$ cat src/sfc_pkg.sv
package sfc_pkg;

    // Most planes the block can hold.
    localparam int PLANE_MAX = 6;

    // Field widths of one sphere.
    localparam int COORD_W  = 28;
    localparam int RADIUS_W = 27;

    // Plane packing widths.
    localparam int NORM_W   = 12;
    localparam int OFFSET_W = 28;
    localparam int MARGIN_W = 12;

    // Register port widths.
    localparam int CFG_IDX_W  = 3;
    localparam int CFG_DATA_W = 64;

    // Datapath widths.
    // A normal component times a coordinate.
    localparam int PROD_W  = NORM_W + COORD_W;
    // Radius plus margin before scaling to Q.22.
    localparam int LIM_W   = RADIUS_W + 1;
    // Scale from Q.12 to Q.22.
    localparam int SCALE_W = 10;
    // Three products plus scaled offset plus scaled limit, with sign.
    localparam int SUM_W   = PROD_W + 2;

    // Register index of the margin register.
    localparam logic [CFG_IDX_W-1:0] REG_MARGIN = CFG_IDX_W'(6);

    // One plane as it is packed in its register.
    typedef struct packed {
        logic signed [NORM_W-1:0]   nx;
        logic signed [NORM_W-1:0]   ny;
        logic signed [NORM_W-1:0]   nz;
        logic signed [OFFSET_W-1:0] d;
    } plane_t;

endpackage

$ cat src/sfc_cfg_regs.sv
module sfc_cfg_regs #(
    parameter int PLANE_COUNT = sfc_pkg::PLANE_MAX
) (
    input  logic                                  clk,
    input  logic                                  rst_n,
    input  logic                                  cfg_valid,
    output logic                                  cfg_ready,
    input  logic [sfc_pkg::CFG_IDX_W-1:0]         cfg_index,
    input  logic [sfc_pkg::CFG_DATA_W-1:0]        cfg_data,
    output sfc_pkg::plane_t [PLANE_COUNT-1:0]     planes,
    output logic [sfc_pkg::MARGIN_W-1:0]          margin
);

    import sfc_pkg::*;

    plane_t [PLANE_COUNT-1:0] plane_reg;
    logic [MARGIN_W-1:0]      margin_reg;

    // Writes are always taken.
    assign cfg_ready = 1'b1;

    // Plane registers; planes past the configured count are not stored.
    for (genvar p = 0; p < PLANE_COUNT; p++) begin : g_plane
        always_ff @(posedge clk or negedge rst_n)
        begin
            if (!rst_n)
            begin
                plane_reg[p] <= '0;
            end
            else if (cfg_valid && cfg_index == CFG_IDX_W'(p))
            begin
                plane_reg[p] <= plane_t'(cfg_data);
            end
        end
    end

    // Margin register keeps the low bits of the beat.
    always_ff @(posedge clk or negedge rst_n)
    begin
        if (!rst_n)
        begin
            margin_reg <= '0;
        end
        else if (cfg_valid && cfg_index == REG_MARGIN)
        begin
            margin_reg <= cfg_data[MARGIN_W-1:0];
        end
    end

    assign planes = plane_reg;
    assign margin = margin_reg;

endmodule

$ cat config.mk
export PLATFORM = sky130hd
export DESIGN_NAME = sfc_cfg_regs
export DESIGN_NICKNAME = d
export VERILOG_FILES = /design/src/sfc_pkg.sv /design/src/sfc_cfg_regs.sv
export SDC_FILE = /design/constraint.sdc
export NUM_CORES = 1
export LEC_CHECK = 0
export ABC_AREA = 1
export BUFFER_PORTS_ARGS = -buffer_cell sky130_fd_sc_hd__buf_2
export CAP_MARGIN = 20
export CORE_MARGIN = 4
export CORE_UTILIZATION = 36
export CTS_CLUSTER_SIZE = 12
export DETAILED_ROUTE_END_ITERATION = 8
export SETUP_SLACK_MARGIN = 0.15
export SYNTH_ARGS = -nofsm -noshare
export SYNTH_HDL_FRONTEND = slang
export SYNTH_SLANG_ARGS = --single-unit
$ cat constraint.sdc
create_clock -name clk -period 0.8 [get_ports clk]
set_input_delay 0.04 -clock clk [delete_from_list [all_inputs] [get_ports clk]]
set_output_delay 0.04 -clock clk [all_outputs]
set_load 0.05 [all_outputs]
### Yosys cells after proc, flatten, opt, wreduce, memory -nomap -nowiden

Index checks and enable logic that the tools add are counted.

| word-level totals | value |
|---|---|
| output and inout port bits | 397 |
| word-level logic and storage cells | 39 |
| input port bits | 70 |
| register bits | 396 |

| operators by class | value |
|---|---|
| reductions and logical operators | 8 |
| equal/unequal tests | 6 |

Operators by type and width:

| kind | number |
|---|---|
| 3-bit equality test, second input constant | 3 |
| 1-bit logical AND | 7 |
| 3-bit by 2-bit equality test with 1-bit output, second input constant | 2 |
| 3-bit by 1-bit equality test with 1-bit output, second input constant | 1 |
| 3-bit logical NOT | 1 |

### Longest topological paths before layout

Gate-level depths: netlist of run 1.

| logic depth | value |
|---|---|
| depth after elaboration | 2 |
| gate-level depth with buffers | 6 |
| mapped depth without buffers | 5 |

### Worst setup path after synthesis of run 1

OpenSTA, ideal clock, no wires.

| path | value |
|---|---|
| path type | input to register |
| from | in cfg_valid |
| to | reg plane_reg (netlist bit planes[192]) |
| setup time | 0.118 ns |
| cell stages on the path | 6 |
| buffers on the path | 1 |
| data required time | 0.682 ns |
| data arrival time | 0.767 ns |
| slack | -0.084 ns |
| cells stage by stage | inv_1 > nor2_2 > nand2_1 > clkbuf_1 > nand2_1 > nand2_1 |

| between the ends | value |
|---|---|
| cells in the longest elaborated chain, start to end | 1 |

Ends and longest elaborated chain:

| item | RTL line | RTL |
|---|---|---|
| from (decl) | sfc_cfg_regs.sv:6 | `input logic cfg_valid,` |
| 1-bit logical AND | sfc_cfg_regs.sv:30 | `else if (cfg_valid && cfg_index == CFG_IDX_W'(p))` |
| to (signal, indexed assignment) | sfc_cfg_regs.sv:32 | `plane_reg[p] <= plane_t'(cfg_data);` |
| to (decl) | sfc_cfg_regs.sv:16 | `plane_t [PLANE_COUNT-1:0] plane_reg;` |

Every way passes these cells.
A chain may end at the register's enable or synchronous reset.

### Final worst setup path of run 1

| path | value |
|---|---|
| from | reg plane_reg (netlist bit planes[66]) |
| to | out planes[66] (netlist name) |

RTL lines:

| item | RTL line | RTL |
|---|---|---|
| to (decl) | sfc_cfg_regs.sv:10 | `output sfc_pkg::plane_t [PLANE_COUNT-1:0] planes,` |

No word-level cell between the ends.

==> parameters.txt, run 1 <==
Parameter                              Value

Status
  Result of the run    complete, but fails checks
  Violated checks    hold timing, setup timing

Placement
  Input/output buffers    around 470
  Placed wire-length estimate after detailed placement    between 30 and 40 mm
  Weighted congestion reported at the end of routability-driven placement    around 0.86
  Cell area after placement    19,250 um2
  Placed Cells    2,683

GRT
  Wire length of the first global-routing pass    89.93 mm
  Total global routing track utilization    0.2486
  Pin count of the biggest net entering global routing    63
  Remaining Overflow, GRT    0
  Number of global-route vias before repair    14,490
  Antenna violations before repair    3

Die
  Die Ht    ~210 um
  Chip Width    214.2 um
  Die Area    45,870 um2
  Starting density of the core    0.3648
  Count of boundary I/O pins    between 400 and 500
  Num rows    75
  Core region area    approximately 42,000 um2

Setup path
  CP startpoint kind    register
  Critical-path cell list    buf_6
  Top Family by Delay on Critical Path    flip-flops
  Worst-path fanout max    2
  RR Startpoint    planes[66]$_DFFE_PN0P_
  Master of the slowest instance on the critical path    sky130_fd_sc_hd__dfrtp_1
  Worst endpoint data arrival time    about 1.2 ns
  Worst setup path start    planes[66]$_DFFE_PN0P_
  Type of destination of the critical path    primary output
  Maximum single-stage delay on the critical path    0.42 ns
  Crit path required time    0.76 ns
  CP Class    register to primary output
  Buffers plus inverters on the worst setup path    1

Drt
  Detailed Route Iter0 Violations    1,132
  Antenna viol nets, final    0
  Number of vias per cell    5.002
  Routed WL    59.24 mm
  Routed wirelength normalized by instance count    20.39 um
  Total vias in the final route    about 15,000
  Drt first pass iters    5
  DRC    0

Timing
  Min Tclk post-route    approximately 1.2 ns
  Setup repair after global routing missed its margin    yes
  Clock skew after layout    0 ns
  Period utilization    1.499
  Post-layout worst setup margin    -0.3989 ns
  Final hold slack    -0.06909 ns
  Final number of hold-violating endpoints    2
  Max Slew Vio Count    0
  Max frequency    834.1 MHz
  Setup total negative slack    -142.31 ns
  Count of final setup violators    402

Synthesis
  Mean area per synthesized cell    roughly 9 um2
  Synthesized area    roughly 15,000 um2
  Count of different cell masters after synthesis    10
  Syn_nets    roughly 1,800
  Sequential fraction of the synthesis area    0.6475
  YS warnings    0
  Post-synthesis instance total    ~1,700
  Flip-flop and latch count after synthesis    between 300 and 400

Pwr
  Overall power of the completed layout    78,150 uW
  Worst supply voltage drop on vdd    approximately 1.8 mV
  Power density cells    3164 nW/um2
  Leak Pwr    0.01267 uW

Layout
  Fraction of layout instances using a drive strength above 1    0.4258
  Nets@finish    2,401
  Number of flip-flops under the largest register name    384
  Cell area after layout    24,700 um2
  Post-route non-filler standard cell count    2,906
  Growth of design area from synthesis to finish    61.42%

Run
  Count of maximum capacitance violations    0

CTS
  CTS tree    built
  Clock Sinks    around 400
  Max clock buf depth    3
  Number of H-tree levels    2
  Root buf cell    sky130_fd_sc_hd__clkbuf_16
  Total CTS buffers    44
  Clock input transition at the sequential cells of the worst setup and hold paths    ~0.060 ns
  Clock latency on the worst-skew pair    roughly 0.55 ns

Hold path
  Hold WC Path Type    input port to asynchronous set/reset pin
## report_power, final
group	total, uW	switching (uW)	internal [uW]
Combinational	30600	20000	10600
Clock	20000	8160	11900
Sequential	27500	3180	24300
Total	78100	31300	46800
## synthesized netlist by cell type
master / count / area, um2
sky130_fd_sc_hd__buf_2: 83 / 415.4
sky130_fd_sc_hd__buf_4: 1 / 7.510
sky130_fd_sc_hd__clkbuf_1: 23 / 86.33
sky130_fd_sc_hd__conb_1: 1 / 3.750
sky130_fd_sc_hd__dfrtp_1: 396 / 9910
sky130_fd_sc_hd__inv_1: 6 / 22.52
sky130_fd_sc_hd__nand2_1: 944 / 3543
sky130_fd_sc_hd__nand3_1: 256 / 1281
sky130_fd_sc_hd__nor2_1: 4 / 15.01
sky130_fd_sc_hd__nor2_2: 3 / 18.77
## per-stage QoR
step / setup slack (ns) / hold WS [ns] / utilization
after floorplan: -0.03556 / -0.2556 / -
after global placement: -0.3315 / -0.1649 / 0.4588
after detailed placement: -0.3446 / -0.1641 / 0.4588
after CTS: -0.4341 / -0.09676 / 0.5761
after global routing: -0.4360 / -0.07213 / 0.5889
final: -0.3989 / -0.06909 / 0.5889
## metal layers
layer  track usage  vias up  part of all wire
li1              -     6592                 -
met1        0.3254     7157              0.40
met2        0.3954      641              0.48
met3       0.06079      146             0.074
met4        0.1113        0             0.046
met5             0        -                 0
## timing repair
item | 4_1_cts | 5_1_grt
endpoints found under the hold margin | 792 | 397
resized for setup | 809 | 78
buffers inserted | 40 | 36
endpoints found under the setup margin | 399 | 979
pin swaps | 0 | 20
hold buffers | 65 | 1
## cell usage in the layout (no fill, tap or decap), drive strengths merged
cell type and instances:
diode 2, conb 1, clkbuf 73, buf 610, bufinv 1, nand2 944
inv 6, clkinv 4, dfrtp 396, nor2 7, dlygate4sd3 65, clkinvlp 2
nand3 256
## area by class of cell
class                           instances  area (um2)
Multi-Input combinational cell       1208        5007
Antenna cell                            2       5.005
Clock buffer                           73        1361
Clock inverter                          7       68.82
Tap cell                              539       674.4
Fill cell                            3398       17240
Sequential cell                       396       10270
Inverter                                6       25.02
Timing Repair Buffer                  675        7289
## cells by family (layout without fill, tap and decap cells)
logic type	after synthesis	after routing	share of synthesized area
AND/OR/NAND/NOR	1207	1207	0.3175
flip-flops	396	396	0.6475
buffers and inverters	113	761	0.03475
other	1	3	0.0002450
## worst paths after layout
| check | end | slack [ns] | depth (start not counted) |
|---|---|---|---|
| max reg2reg | planes[66]$_DFFE_PN0P_ | -0.08 | 4 |
| max | planes[66] | -0.40 | 1 |
| min reg2reg | planes[268]$_DFFE_PN0P_ | 0.48 | 2 |
| min | planes[254]$_DFFE_PN0P_ | -0.07 | 2 |
| min in group clk | planes[161]$_DFFE_PN0P_ | 0 | 5 |
| max in group asynchronous | planes[237]$_DFFE_PN0P_ | 0.04 | 4 |
(Power assumes the default switching activity.)
==> run 2: changes to the inputs <==
- CORE_UTILIZATION: 36 -> 51
- GPL_ROUTABILITY_DRIVEN: not set -> 0
- PLACE_DENSITY: not set -> 0.79
==> run 2 against run 1 <==
Compared with the run above: the flow still finishes with violations (hold timing, setup timing); worst hold slack improved by 0.032 ns; power rose by 4.1%; via count rose by 22%; worst setup slack got worse by 0.042 ns; global-route usage rose by 14 points; critical path depth did not move; non-clock buffer count rose by 112; clock-buffer cell count fell by 3; critical endpoint is now planes[74].
==> parameters.txt, run 2 (synthesized netlist as in run 1, its figures left out) <==
Parameter                              Value

Drt
  Total vias in the final route    17,710 (+22%)
  Number of vias per cell    6.187 (+24%)
  Routed wirelength normalized by instance count    27.33 um (+34%)
  Drt first pass iters    9 (+4)
  Antenna viol nets, final    0 (unchanged)
  Routed WL    78.26 mm (+32%)
  Detailed Route Iter0 Violations    2,363 (+110%)
  DRC    0 (unchanged)

Setup path
  Maximum single-stage delay on the critical path    0.46 ns (+0.04 ns)
  Worst-path fanout max    2 (unchanged)
  Crit path required time    0.76 ns (about the same)
  Worst endpoint data arrival time    1.20 ns (+0.04 ns)
  Buffers plus inverters on the worst setup path    1 (unchanged)
  Top Family by Delay on Critical Path    flip-flops
  CP Class    register to primary output
  CP startpoint kind    register
  Type of destination of the critical path    primary output
  Master of the slowest instance on the critical path    sky130_fd_sc_hd__dfrtp_1
  Critical-path cell list    buf_6

CTS
  Clock latency on the worst-skew pair    0.53 ns (-0.02 ns)
  Clock Sinks    396 (unchanged)
  Max clock buf depth    3 (unchanged)
  Hold Buf Count CTS    66 (+1.5%)
  CTS tree    built
  Clock input transition at the sequential cells of the worst setup and hold paths    0.07 ns (about the same)
  Root buf cell    sky130_fd_sc_hd__clkbuf_16
  Total CTS buffers    41 (-6.8%)
  Number of H-tree levels    2 (unchanged)

Status
  Result of the run    complete, but fails checks
  Violated checks    hold timing, setup timing

Die
  Num rows    63 (-16%)
  Die Ht    181.2 um (-15%)
  Chip Width    181.2 um (-15%)
  Starting density of the core    0.5163 (+0.1515)
  Die Area    32,840 um2 (-28%)
  Core region area    29,640 um2 (-29%)
  Count of boundary I/O pins    467 (unchanged)

GRT
  Total global routing track utilization    0.3886 (+0.1400)
  Antenna violations before repair    3 (unchanged)
  Remaining Overflow, GRT    0 (unchanged)
  Global Route met2 Usage    0.6471 (+0.2517)
  Wire length of the first global-routing pass    99.62 mm (+11%)
  Number of global-route vias before repair    16,960 (+17%)
  Met3 Usage GRT    0.1047 (+0.04390)
  Pin count of the biggest net entering global routing    48 (-24%)
  Global-route met1 utilization    0.4459 (+0.1206)
  Most heavily used metal layer in global routing    met2

Layout
  Filler cell count    1,122 (-67%)
  Cell area after layout    25,760 um2 (+4.3%)
  Growth of design area from synthesis to finish    68.33%
  Most frequent cells in the layout    sky130_fd_sc_hd__nand2_1 (828), sky130_fd_sc_hd__buf_6 (445), sky130_fd_sc_hd__dfrtp_2 (290)
  Share of the core filled with cells    0.8692 (+0.2803)
  Nets@finish    2,510 (+4.5%)
  Most frequent standard cell in the layout excluding fill and tap cells    sky130_fd_sc_hd__nand2_1
  Number of flip-flops under the largest register name    384 (unchanged)
  Fraction of layout instances using a drive strength above 1    0.4816 (+0.05579)

Pwr
  Cell-internal power    47,220 uW (+0.88%)
  Portion of total power attributed to the clock network    0.235 (-0.022)
  Overall power of the completed layout    81,330 uW (+4.1%)
  Leak Pwr    0.01327 uW (+4.8%)
  Power share of the sequential group    0.345 (-0.007)
  Net switching power of the design    34,120 uW (+8.8%)
  Worst supply voltage drop on vdd    2.631 mV (+50%)
  Switching power as a share of total power    0.4195 (+0.01838)
  Proportion of power drawn by combinational gates    0.420 (+0.028)
  Power density cells    3157 nW/um2 (-0.20%)

Placement
  Placed wire-length estimate after detailed placement    37.18 mm (-4.0%)
  Input/output buffers    465 (unchanged)
  Cell area after placement    19,210 um2 (-0.20%)
  Worst setup timing slack at the placement stage    -0.3287 ns (+0.01595 ns)

Timing
  Final number of hold-violating endpoints    2 (unchanged)
  Post-layout worst setup margin    -0.4409 ns (-0.04195 ns)
  Final hold slack    -0.03711 ns (+0.03198 ns)
  Min Tclk post-route    1.241 ns (+0.04194 ns)
  Max Slew Vio Count    0 (unchanged)
  Count of final setup violators    446 (+11%)
  Setup repair after global routing missed its margin    yes
  Period utilization    1.551 (+0.05243)
  Max frequency    805.9 MHz (-3.4%)
  Clock skew after layout    0 ns (unchanged)

Run
  Count of maximum capacitance violations    0 (unchanged)

Hold path
  Hold WC Path Type    input port to register
[run 2: what timing repair did]
action	in CTS	in global routing
setup endpoints to repair	408	845
hold endpoints to repair	792	2
pin swaps	5	39
cloned	0	5
resized for setup	822	228
buffers inserted	51	100
[run 2: layout make-up]
type                    count  area [um2]  share of cell area
inverters                   6       25.02           0.0009714
well taps                 390       488.0             0.01894
flip-flops and latches    396       10270              0.3988
multi-input cells        1208        5305              0.2059
diodes                      2       5.005           0.0001943
clock buffers              70        1237             0.04804
repair buffers            787        8379              0.3253
clock inverters             4       48.80            0.001894
[run 2: power groups by stage]
stage	clock network (uW)	registers, uW	logic, uW
floorplan	0	40000	3350
global placement	0	26500	23600
detailed placement	0	26700	24000
CTS	18600	27300	29800
global route	19800	28300	35000
finish	19100	28100	34100
[run 2: metrics by stage]
step,cells,TNS [ns]
after global placement,2566,-94.11
after CTS,2757,-137.01
final,2863,-140.14
after floorplan,1717,-5.005
after global routing,2863,-148.30
after detailed placement,2566,-108.03
[run 2: routing by layer]
layer,part of all wire,wire (um),vias up
li1,-,-,6812
met1,0.30,23760,8386
met2,0.46,35630,1846
met3,0.13,10160,667
met4,0.11,8693,2
met5,0.00022,17,-
[run 2: worst paths after layout]
| check | startpoint | to | slack [ns] | cells after the start |
|---|---|---|---|---|
| min in group asynchronous | rst_n | planes[370]$_DFFE_PN0P_ | 0.05 | 3 |
| max in group asynchronous | rst_n | planes[210]$_DFFE_PN0P_ | 0.14 | 5 |
| worst min register to register | planes[252]$_DFFE_PN0P_ | planes[252]$_DFFE_PN0P_ | 0.49 | 2 |
| worst max register to register | planes[74]$_DFFE_PN0P_ | planes[74]$_DFFE_PN0P_ | -0.14 | 3 |
| worst min-delay path | cfg_index[0] | planes[137]$_DFFE_PN0P_ | -0.04 | 4 |
| worst max-delay path | planes[74]$_DFFE_PN0P_ | planes[74] | -0.44 | 1 |
